--- src/rtl/ftvp_pkg.sv ---
// ftvp_pkg: shared types and constants for the fix tag=value parser
// used by every module of the parser and by its port checker
// no dependencies
`default_nettype none

package ftvp_pkg;

	// configuration register indexes
	localparam logic REG_DELIMITER    = 1'b0;
	localparam logic REG_CHECKSUM_TAG = 1'b1;

	// register reset values
	localparam logic [7:0]  DELIMITER_RST    = 8'h01;
	localparam logic [19:0] CHECKSUM_TAG_RST = 20'd10;

	// field widths
	localparam int TAG_W    = 20;
	localparam int OFF_W    = 12;
	localparam int LEN_W    = 13;
	localparam int BYTE_W   = 8;
	localparam int STATED_W = 10;
	localparam int CFG_W    = 20;
	localparam int OUT_TDATA_W = 56;

	// saturation limits
	localparam logic [TAG_W-1:0]    TAG_MAX     = 20'hFFFFF;
	localparam logic [TAG_W-1:0]    TAG_SAT_LIM = 20'd104857;
	localparam logic [STATED_W-1:0] STATED_MAX  = 10'd1023;
	localparam logic [OFF_W-1:0]    OFF_MAX     = 12'd4095;
	localparam logic [LEN_W-1:0]    LEN_MAX     = 13'd8191;

	// ascii codes
	localparam logic [7:0] ASCII_EQ   = 8'h3D;
	localparam logic [7:0] ASCII_ZERO = 8'h30;
	localparam logic [7:0] ASCII_NINE = 8'h39;

	// message status codes
	typedef enum logic [1:0] {
		STAT_OK        = 2'd0,
		STAT_BAD_TAG   = 2'd1,
		STAT_NO_FIELDS = 2'd2,
		STAT_TOO_LONG  = 2'd3
	} status_t;

	// one result beat
	typedef struct packed {
		logic              field_valid;
		logic [TAG_W-1:0]  tag;
		logic [OFF_W-1:0]  value_offset;
		logic [LEN_W-1:0]  value_length;
		logic [BYTE_W-1:0] value_first;
		logic              message_done;
		status_t           message_status;
		logic              checksum_ok;
	} result_t;

endpackage

`default_nettype wire

--- src/rtl/ftvp_parse_core.sv ---
// ftvp_parse_core: per-byte parse state and result logic of the fix parser
// holds the message state registers, builds a result for each accepted beat that completes a field or ends a message
// depends on ftvp_pkg
`default_nettype none

module ftvp_parse_core import ftvp_pkg::*; #(
	parameter int MSG_BYTES = 4096
) (
	input  wire logic              clk,
	input  wire logic              arst_n,
	input  wire logic              accept,
	input  wire logic [7:0]        data_byte,
	input  wire logic              last_byte,
	input  wire logic [7:0]        delimiter,
	input  wire logic [TAG_W-1:0]  checksum_tag,
	output result_t                res,
	output logic                   res_valid
);

	localparam int POS_W = $clog2(MSG_BYTES + 1);
	localparam int CW    = (POS_W > LEN_W) ? POS_W : LEN_W;
	localparam logic [POS_W-1:0] POS_LIMIT = POS_W'(MSG_BYTES);
	localparam logic [POS_W-1:0] POS_ONE   = POS_W'(1);

	// message state
	logic                in_value_q, in_value_n;
	logic [TAG_W-1:0]    tag_q, tag_n;
	logic                tag_seen_q, tag_seen_n;
	logic                tag_ended_q, tag_ended_n;
	logic [POS_W-1:0]    pos_q, pos_n;
	logic [POS_W-1:0]    vstart_q, vstart_n;
	logic [7:0]          vfirst_q, vfirst_n;
	logic [7:0]          sum_q, sum_n;
	logic [7:0]          fstart_q, fstart_n;
	logic [7:0]          ck_sum_q, ck_sum_n;
	logic [STATED_W-1:0] stated_q, stated_n;
	logic                stated_ok_q, stated_ok_n;
	logic                seen_q, seen_n;
	status_t             err_q, err_n;
	logic [STATED_W-1:0] val_q, val_n;
	logic                val_seen_q, val_seen_n;
	logic                val_ended_q, val_ended_n;

	// scratch
	logic                is_digit;
	logic [7:0]          digit;
	logic [23:0]         tag_mul;
	logic [13:0]         val_mul;
	logic                emit;
	logic [POS_W-1:0]    len;
	logic [CW-1:0]       len_ext;
	logic [CW-1:0]       vstart_ext;
	status_t             status;

	assign is_digit = data_byte inside {[ASCII_ZERO:ASCII_NINE]};
	assign digit    = data_byte - ASCII_ZERO;
	assign tag_mul  = 24'(tag_q) * 24'd10 + 24'(digit);
	assign val_mul  = 14'(val_q) * 14'd10 + 14'(digit);

	// next state and result for the byte on the input
	always_comb begin
		in_value_n  = in_value_q;
		tag_n       = tag_q;
		tag_seen_n  = tag_seen_q;
		tag_ended_n = tag_ended_q;
		pos_n       = pos_q;
		vstart_n    = vstart_q;
		vfirst_n    = vfirst_q;
		sum_n       = sum_q;
		fstart_n    = fstart_q;
		ck_sum_n    = ck_sum_q;
		stated_n    = stated_q;
		stated_ok_n = stated_ok_q;
		seen_n      = seen_q;
		err_n       = err_q;
		val_n       = val_q;
		val_seen_n  = val_seen_q;
		val_ended_n = val_ended_q;
		emit        = 1'b0;
		len         = '0;
		len_ext     = '0;
		vstart_ext  = '0;
		status      = STAT_OK;
		res         = '0;

		if (err_q == STAT_OK) begin
			if (pos_q >= POS_LIMIT) begin
				err_n = STAT_TOO_LONG;
			end else begin
				sum_n = sum_q + data_byte;
				if (!in_value_q) begin
					// tag phase
					if (data_byte == ASCII_EQ) begin
						if (!tag_seen_q) begin
							err_n = STAT_BAD_TAG;
						end else begin
							in_value_n  = 1'b1;
							vstart_n    = pos_q + POS_ONE;
							vfirst_n    = '0;
							val_n       = '0;
							val_seen_n  = 1'b0;
							val_ended_n = 1'b0;
							if (last_byte) begin
								emit = 1'b1;
							end
						end
					end else if (!tag_ended_q && is_digit) begin
						tag_n      = (tag_q > TAG_SAT_LIM || tag_mul > 24'(TAG_MAX)) ?
							TAG_MAX : tag_mul[TAG_W-1:0];
						tag_seen_n = 1'b1;
					end else begin
						tag_ended_n = 1'b1;
					end
				end else begin
					// value phase
					if (data_byte == delimiter) begin
						emit        = 1'b1;
						len         = pos_q - vstart_q;
						in_value_n  = 1'b0;
						tag_n       = '0;
						tag_seen_n  = 1'b0;
						tag_ended_n = 1'b0;
						fstart_n    = sum_n;
					end else begin
						if (pos_q == vstart_q) begin
							vfirst_n = data_byte;
						end
						if (!val_ended_q && is_digit) begin
							val_n      = (val_mul > 14'(STATED_MAX)) ?
								STATED_MAX : val_mul[STATED_W-1:0];
							val_seen_n = 1'b1;
						end else begin
							val_ended_n = 1'b1;
						end
						if (last_byte) begin
							emit = 1'b1;
							len  = pos_q + POS_ONE - vstart_q;
						end
					end
				end
				pos_n = pos_q + POS_ONE;
			end
		end

		// completed field
		if (emit) begin
			len_ext          = CW'(len);
			vstart_ext       = CW'(vstart_n);
			res.field_valid  = 1'b1;
			res.tag          = tag_q;
			res.value_offset = (vstart_ext > CW'(OFF_MAX)) ? OFF_MAX : vstart_ext[OFF_W-1:0];
			res.value_length = (len_ext > CW'(LEN_MAX)) ? LEN_MAX : len_ext[LEN_W-1:0];
			res.value_first  = (len == '0) ? 8'd0 : vfirst_n;
			seen_n           = 1'b1;
			if (tag_q == checksum_tag) begin
				ck_sum_n    = fstart_q;
				stated_n    = val_n;
				stated_ok_n = val_seen_n;
			end
		end

		// end of message: status, checksum, clear
		if (last_byte) begin
			if (err_n != STAT_OK) begin
				status = err_n;
			end else if (seen_n) begin
				status = STAT_OK;
			end else begin
				status = STAT_NO_FIELDS;
			end
			res.message_done   = 1'b1;
			res.message_status = status;
			res.checksum_ok    = (status == STAT_OK) && stated_ok_n &&
				({2'b00, ck_sum_n} == stated_n);
			in_value_n  = 1'b0;
			tag_n       = '0;
			tag_seen_n  = 1'b0;
			tag_ended_n = 1'b0;
			pos_n       = '0;
			vstart_n    = '0;
			vfirst_n    = '0;
			sum_n       = '0;
			fstart_n    = '0;
			ck_sum_n    = '0;
			stated_n    = '0;
			stated_ok_n = 1'b0;
			seen_n      = 1'b0;
			err_n       = STAT_OK;
			val_n       = '0;
			val_seen_n  = 1'b0;
			val_ended_n = 1'b0;
		end
	end

	assign res_valid = emit | last_byte;

	// state registers, advanced on each accepted beat
	always_ff @(posedge clk or negedge arst_n) begin
		if (!arst_n) begin
			in_value_q  <= 1'b0;
			tag_q       <= '0;
			tag_seen_q  <= 1'b0;
			tag_ended_q <= 1'b0;
			pos_q       <= '0;
			vstart_q    <= '0;
			vfirst_q    <= '0;
			sum_q       <= '0;
			fstart_q    <= '0;
			ck_sum_q    <= '0;
			stated_q    <= '0;
			stated_ok_q <= 1'b0;
			seen_q      <= 1'b0;
			err_q       <= STAT_OK;
			val_q       <= '0;
			val_seen_q  <= 1'b0;
			val_ended_q <= 1'b0;
		end else if (accept) begin
			in_value_q  <= in_value_n;
			tag_q       <= tag_n;
			tag_seen_q  <= tag_seen_n;
			tag_ended_q <= tag_ended_n;
			pos_q       <= pos_n;
			vstart_q    <= vstart_n;
			vfirst_q    <= vfirst_n;
			sum_q       <= sum_n;
			fstart_q    <= fstart_n;
			ck_sum_q    <= ck_sum_n;
			stated_q    <= stated_n;
			stated_ok_q <= stated_ok_n;
			seen_q      <= seen_n;
			err_q       <= err_n;
			val_q       <= val_n;
			val_seen_q  <= val_seen_n;
			val_ended_q <= val_ended_n;
		end
	end

endmodule

`default_nettype wire

--- src/rtl/ftvp_out_reg.sv ---
// ftvp_out_reg: result register of the fix parser and output stream packing
// holds one result beat until the sink takes it
// depends on ftvp_pkg
`default_nettype none

module ftvp_out_reg import ftvp_pkg::*; (
	input  wire logic                   clk,
	input  wire logic                   arst_n,
	input  wire logic                   load,
	input  wire result_t                res_in,
	output logic                        ready,
	output logic                        m_axis_tvalid,
	input  wire logic                   m_axis_tready,
	// tag, value_offset, value_length, value_first, message_status, checksum_ok
	output logic [OUT_TDATA_W-1:0]      m_axis_tdata,
	// field_valid
	output logic                        m_axis_tuser,
	output logic                        m_axis_tlast
);

	logic    valid_q;
	result_t res_q;

	// room for a new beat when empty or when the held one leaves now
	assign ready = !valid_q || m_axis_tready;

	// valid flag
	always_ff @(posedge clk or negedge arst_n) begin
		if (!arst_n) begin
			valid_q <= 1'b0;
		end else if (load) begin
			valid_q <= 1'b1;
		end else if (m_axis_tready) begin
			valid_q <= 1'b0;
		end
	end

	// payload
	always_ff @(posedge clk) begin
		if (load) begin
			res_q <= res_in;
		end
	end

	// stream packing
	assign m_axis_tvalid = valid_q;
	assign m_axis_tdata  = {res_q.checksum_ok, res_q.message_status, res_q.value_first,
		res_q.value_length, res_q.value_offset, res_q.tag};
	assign m_axis_tuser  = res_q.field_valid;
	assign m_axis_tlast  = res_q.message_done;

endmodule

`default_nettype wire

--- src/rtl/fix_tag_value_parser.sv ---
// fix_tag_value_parser: top level of the fix tag=value parser
// holds the configuration registers, joins the parse core and result register
// depends on ftvp_pkg, ftvp_parse_core, ftvp_out_reg

// The parser takes one message byte per beat and sustains one byte per clock
// cycle. A byte is decoded in the cycle it is accepted and its result, if it
// has one, sits in the result register on the next cycle. A result appears for
// each completed field and for the byte marked tlast, which carries the message
// status and the checksum check. The input is ready whenever the result
// register is empty or its beat is taken in the same cycle, so only a stalled
// sink with a pending result holds the input back. Delimiter and checksum tag
// are set through the write port while no message is in flight, which is up
// to the user (not enforced); a message over MSG_BYTES bytes is reported too long.
`default_nettype none

module fix_tag_value_parser import ftvp_pkg::*; #(
	parameter int MSG_BYTES = 4096
) (
	input  wire logic                   clk,
	input  wire logic                   arst_n,
	// configuration write port
	input  wire logic                   cfg_wr_en,
	input  wire logic                   cfg_index,
	input  wire logic [CFG_W-1:0]       cfg_wdata,
	// byte stream in
	input  wire logic                   s_axis_tvalid,
	output logic                        s_axis_tready,
	// data_byte
	input  wire logic [7:0]             s_axis_tdata,
	input  wire logic                   s_axis_tlast,
	// result stream out
	output logic                        m_axis_tvalid,
	input  wire logic                   m_axis_tready,
	// tag, value_offset, value_length, value_first, message_status, checksum_ok
	output logic [OUT_TDATA_W-1:0]      m_axis_tdata,
	// field_valid
	output logic                        m_axis_tuser,
	output logic                        m_axis_tlast
);

	logic [7:0]       delimiter_q;
	logic [TAG_W-1:0] checksum_tag_q;
	logic             accept;
	logic             res_valid;
	result_t          res;

	// configuration registers
	always_ff @(posedge clk or negedge arst_n) begin
		if (!arst_n) begin
			delimiter_q    <= DELIMITER_RST;
			checksum_tag_q <= CHECKSUM_TAG_RST;
		end else if (cfg_wr_en) begin
			case (cfg_index)
				REG_DELIMITER: begin
					delimiter_q <= cfg_wdata[7:0];
				end
				REG_CHECKSUM_TAG: begin
					checksum_tag_q <= cfg_wdata[TAG_W-1:0];
				end
				default: begin
					delimiter_q <= delimiter_q;
				end
			endcase
		end
	end

	assign accept = s_axis_tvalid && s_axis_tready;

	// byte decode
	ftvp_parse_core #(
		.MSG_BYTES(MSG_BYTES)
	) u_parse_core (
		.clk         (clk),
		.arst_n      (arst_n),
		.accept      (accept),
		.data_byte   (s_axis_tdata),
		.last_byte   (s_axis_tlast),
		.delimiter   (delimiter_q),
		.checksum_tag(checksum_tag_q),
		.res         (res),
		.res_valid   (res_valid)
	);

	// result register
	ftvp_out_reg u_out_reg (
		.clk          (clk),
		.arst_n       (arst_n),
		.load         (accept && res_valid),
		.res_in       (res),
		.ready        (s_axis_tready),
		.m_axis_tvalid(m_axis_tvalid),
		.m_axis_tready(m_axis_tready),
		.m_axis_tdata (m_axis_tdata),
		.m_axis_tuser (m_axis_tuser),
		.m_axis_tlast (m_axis_tlast)
	);

endmodule

`default_nettype wire

--- config.mk ---
export PLATFORM = sky130hd
export DESIGN_NAME = fix_tag_value_parser
export DESIGN_NICKNAME = d
export VERILOG_FILES = /design/src/rtl/ftvp_pkg.sv /design/src/rtl/ftvp_parse_core.sv /design/src/rtl/ftvp_out_reg.sv /design/src/rtl/fix_tag_value_parser.sv
export SDC_FILE = /design/constraint.sdc
export NUM_CORES = 1
export LEC_CHECK = 0
export BUFFER_PORTS_ARGS = -buffer_cell sky130_fd_sc_hd__buf_2
export CAP_MARGIN = 20
export CELL_PAD_IN_SITES_DETAIL_PLACEMENT = 2
export CELL_PAD_IN_SITES_GLOBAL_PLACEMENT = 2
export CORE_UTILIZATION = 39
export CTS_CLUSTER_SIZE = 14
export DETAILED_ROUTE_END_ITERATION = 8
export PLACE_DENSITY_LB_ADDON = 0.1
export SLEW_MARGIN = 0
export SYNTH_ARGS = -nofsm -noshare
export SYNTH_HDL_FRONTEND = slang
export SYNTH_SLANG_ARGS = --single-unit
--- constraint.sdc ---
create_clock -name clk -period 4.6 [get_ports clk]
set_clock_uncertainty 0.2 [all_clocks]
set_input_delay 0.46 -clock clk [delete_from_list [all_inputs] [get_ports clk]]
set_output_delay 0.46 -clock clk [all_outputs]
set_load 0.02 [all_outputs]
==> insert_results.sql <==
INSERT INTO impl_metrics (metric_group, metric, value, unit) VALUES
('placement', 'post-dp-hpwl', '35600', 'um'),
('sta', 'finalWorstSetupSlack', '0.239', 'ns'),
('yosys', 'synth-warning-count', '0', ''),
('sta', 'timing.slew.headroom', '29.8', '%'),
('routing', 'initialDrtViolationCount', '590', ''),
('routing', 'finalWirelength', '47100', 'um'),
('global_route', 'grt_start_max_net_pins', '76', ''),
('global_route', 'grt_pass1_vias', '12400', ''),
('yosys', 'postSynthNetCount', '1510', ''),
('placement', 'dp_cells', '1893', ''),
('yosys', 'synth_area', '0.0131', 'sq mm'),
('clocking', 'clk_transition_reported_paths', '0.08', 'ns'),
('clocking', 'ctsLongestPathBuffers', '2', ''),
('yosys', 'number_of_enable_type_register_cells_in_the_synthesized_netlist', '58', ''),
('global_route', 'grt_util_all_layers', '28.6', '%'),
('global_route', 'grt_antenna_before_repair', '0', ''),
('power', 'pwr_density_cell', '577', 'mW/mm^2'),
('yosys', 'postSynth.asyncResetShare', '70.1', '%'),
('sta', 'timing.final.setup_violations', '0', ''),
('placement', 'place_worst_setup_slack', '0.224', 'ns'),
('yosys', 'syn_avg_cell_area', '9.57', 'sq um'),
('sta', 'layout_min_cycle_time', '4.36', 'ns'),
('sta', 'tns', '0', 'ns'),
('routing', 'detailed_route_via_count', '11400', ''),
('final_layout', 'num-nets-final', '1615', ''),
('clocking', 'clkLatencyLatePin', '0.46', 'ns'),
('final_layout', 'syn_to_final_growth', '14.1', '%'),
('global_route', 'grt-ovfl-total', '0', ''),
('power', 'irDropWorstVdd', '318', 'uV'),
('final_layout', 'antenna_cells', '0', ''),
('routing', 'vias_per_cell', '5.89', ''),
('die', 'die_y', '185', 'um'),
('sta', 'report.final.slew_viol_count', '0', ''),
('critical_path', 'worst-endpoint-required', '4.68', 'ns'),
('clocking', 'cts-buffers-inserted', '17', ''),
('run_status', 'status', 'finished, final reports clean', ''),
('routing', 'final_antenna_net_count', '0', ''),
('yosys', 'synth_ff_type', 'sky130_fd_sc_hd__dfrtp_1', ''),
('die', 'die-area', '0.0343', 'sq mm'),
('final_layout', 'post_route_cells_drive_above_1_share', '16.3', '%'),
('global_route', 'grt_first_pass_wirelength', '73900', 'um'),
('yosys', 'synth-seq-cells', '194', ''),
('final_layout', 'layoutNonFillerInstCount', '1928', ''),
('sta', 'final_min_period_over_clock_period', '94.8', '%'),
('critical_path', 'cp_slowest_stage_delay', '0.52', 'ns'),
('run', 'maxCapViolations', '0', ''),
('critical_path', 'critPathTopFamily', 'compound AO/OA/AOI/OAI gates', ''),
('die', 'fp-row-count', '66', ''),
('placement', 'place.port_buffers', '94', ''),
('clocking', 'clock_tree.htree_level_count', '4', ''),
('routing', 'wl_per_cell', '24.4', 'um'),
('yosys', 'synthCells', '1368', ''),
('sta', 'maxClockFrequency', '229', 'MHz'),
('critical_path', 'critPathLaunchType', 'register', ''),
('critical_path', 'path_cells', 'ha_1, ha_1, fa_1, ha_1, o21ai_0, o21ai_0, a21o_2, o2111a_2, or4_1, a22o_1, xnor2_2, a41oi_1, a2111oi_2', ''),
('sta', 'grt_setup_unrepaired', 'false', ''),
('die', 'initial_standard_cell_utilization_of_the_core', '39.9', '%'),
('yosys', 'yosysUniqueCellTypes', '89', ''),
('yosys', 'ys_seq_area_share', '39.3', '%'),
('placement', 'finalWeightedCongestion', '0.875', ''),
('power', 'power_leakage', '6.47', 'nW'),
('sta', 'tightest_pin_transition', '1.05', 'ns'),
('clocking', 'tritoncts', 'yes', ''),
('routing', 'first_pass_iters', '4', ''),
('power', 'post-layout-total-power', '8.63', 'mW'),
('critical_path', 'crit_path_end_kind', 'register', ''),
('routing', 'route.detailed.drc', '0', ''),
('clocking', 'cts_root_buf', 'sky130_fd_sc_hd__clkbuf_16', ''),
('die', 'boundaryPins', '95', ''),
('critical_path', 'worst_path_max_delay_cell', 'sky130_fd_sc_hd__or4_1', ''),
('critical_path', 'crit_buf_inv', '0', ''),
('critical_path', 'crit_arrival', '4.44', 'ns'),
('die', 'core-area', '0.0328', 'sq mm'),
('die', 'die_width', '185', 'um'),
('sta', 'hold_viol', '0', ''),
('critical_path', 'timing.critical_path.mode_cell', 'sky130_fd_sc_hd__ha_1', ''),
('critical_path', 'critPathKind', 'reg -> reg', ''),
('clocking', 'clock_sink_count', '194', ''),
('critical_path', 'worst-path-max-fanout', '5', ''),
('hold_path', 'worstHoldPathType', 'in -> reg', '');
sequential cells by signal (all words and copies together) (netlist names), 2 cells and up:
register,count
checksum_tag_q,20
u_parse_core.tag_q,20
u_parse_core.err_q,2
u_parse_core.pos_q,13
u_parse_core.val_q,10
u_parse_core.vstart_q,13
u_parse_core.fstart_q,8
u_parse_core.sum_q,8
u_out_reg.m_axis_tdata,56
u_parse_core.ck_sum_q,8
delimiter_q,8
u_parse_core.stated_q,10
u_parse_core.vfirst_q,8
area by class of cell:
type / instances / area, sq um
Clock buffer: 20 / 500
Sequential cell: 194 / 5150
Timing Repair Buffer: 139 / 871
Tap cell: 442 / 553
Multi-Input combinational cell: 1069 / 7570
Inverter: 52 / 195
Clock inverter: 12 / 108
Fill cell: 3633 / 17800
stage by stage:
| step | cell area [sq um] | hold WS (ns) | utilization, % |
|---|---|---|---|
| after floorplan | 13100 | -0.0356 | - |
| after CTS | 14900 | 0.00916 | 45.4 |
| after global placement | 14300 | 0.255 | 43.5 |
| after detailed placement | 14300 | 0.266 | 43.5 |
| final | 14900 | 0.0254 | 45.6 |
| after global routing | 14900 | 0.0197 | 45.6 |
routing by layer:
metal  share of wire (%)  GRT usage, %  vias to the layer above
met5                   0             0                        -
met4                 1.8          7.50                        0
met3                 3.2          4.23                       56
met2                  50          49.5                      211
met1                  45          37.1                     5844
li1                    -             -                     5253
path summary, 6_finish.rpt:
path,slack (ns),depth (start not counted),start,end
worst max-delay path,0.24,13,u_parse_core.val_q[3],u_out_reg.m_axis_tdata[55]
worst min-delay path,0.03,2,cfg_wdata[10],checksum_tag_q[10]
worst max register to register,0.24,13,u_parse_core.val_q[3],u_out_reg.m_axis_tdata[55]
worst min register to register,0.29,2,u_parse_core.vfirst_q[4],u_parse_core.vfirst_q[4]
max in group asynchronous,2.89,3,arst_n,u_parse_core.val_q[6]
min in group asynchronous,0.40,2,arst_n,checksum_tag_q[15]
logic make-up (layout without fill, tap and decap cells):
| logic type | count (synthesis) | count (layout) | synth area share (%) |
|---|---|---|---|
| buffers and inverters | 105 | 223 | 3.27 |
| muxes | 35 | 35 | 2.99 |
| and+or+nand+nor | 381 | 381 | 14.6 |
| AOI/OAI and AO/OA | 434 | 434 | 21.7 |
| xor gates and xnor gates | 112 | 112 | 7.55 |
| adders and majority gates | 107 | 107 | 10.6 |
| DFF | 194 | 194 | 39.3 |
power breakdown:
group	total [mW]	leakage, nW	switching [mW]	internal, mW
registers	2.38	2.31	0.364	2.02
clock network	1.59	0.298	0.773	0.812
logic	4.67	3.86	2.76	1.91
what timing repair did:
item                       in CTS  in global routing
setup buffers                   0                  2
gates resized for setup         0                 11
setup endpoints to repair       0                 24
hold endpoints to repair       58                  0
hold buffers                    1                  0
cell usage in the layout (no fill, tap or decap), types with 51 or more instances in the layout:
master | netlist | layout
sky130_fd_sc_hd__nand2_1 | 139 | 139
sky130_fd_sc_hd__a21oi_1 | 88 | 87
sky130_fd_sc_hd__dfrtp_1 | 133 | 132
sky130_fd_sc_hd__edfxtp_1 | 58 | 58
sky130_fd_sc_hd__xnor2_1 | 69 | 69
sky130_fd_sc_hd__buf_2 | 4 | 93
sky130_fd_sc_hd__o21ai_0 | 78 | 76
sky130_fd_sc_hd__ha_1 | 100 | 100
sky130_fd_sc_hd__inv_1 | 52 | 51
sky130_fd_sc_hd__nor2_1 | 69 | 67
cell usage after synthesis, types with 11 or more instances:
master	number	area [sq um]
sky130_fd_sc_hd__nand2_1	139	522
sky130_fd_sc_hd__dfrtp_1	133	3330
sky130_fd_sc_hd__ha_1	100	1250
sky130_fd_sc_hd__a21oi_1	88	440
sky130_fd_sc_hd__o21ai_0	78	390
sky130_fd_sc_hd__nor2_1	69	259
sky130_fd_sc_hd__xnor2_1	69	604
sky130_fd_sc_hd__edfxtp_1	58	1740
sky130_fd_sc_hd__inv_1	52	195
sky130_fd_sc_hd__clkbuf_1	45	169
sky130_fd_sc_hd__xor2_1	42	368
sky130_fd_sc_hd__o21ai_1	38	190
sky130_fd_sc_hd__nor2b_1	37	231
sky130_fd_sc_hd__a22oi_1	34	255
sky130_fd_sc_hd__mux2_2	29	327
sky130_fd_sc_hd__a31oi_1	28	175
sky130_fd_sc_hd__nand3_1	25	125
sky130_fd_sc_hd__a21o_1	21	158
sky130_fd_sc_hd__nor3_1	20	100
sky130_fd_sc_hd__o22ai_1	19	119
sky130_fd_sc_hd__nand4_1	17	106
sky130_fd_sc_hd__a211oi_1	15	113
sky130_fd_sc_hd__o21a_1	15	113
sky130_fd_sc_hd__a21boi_0	11	82.6
Power figures use the tool's default switching activity.
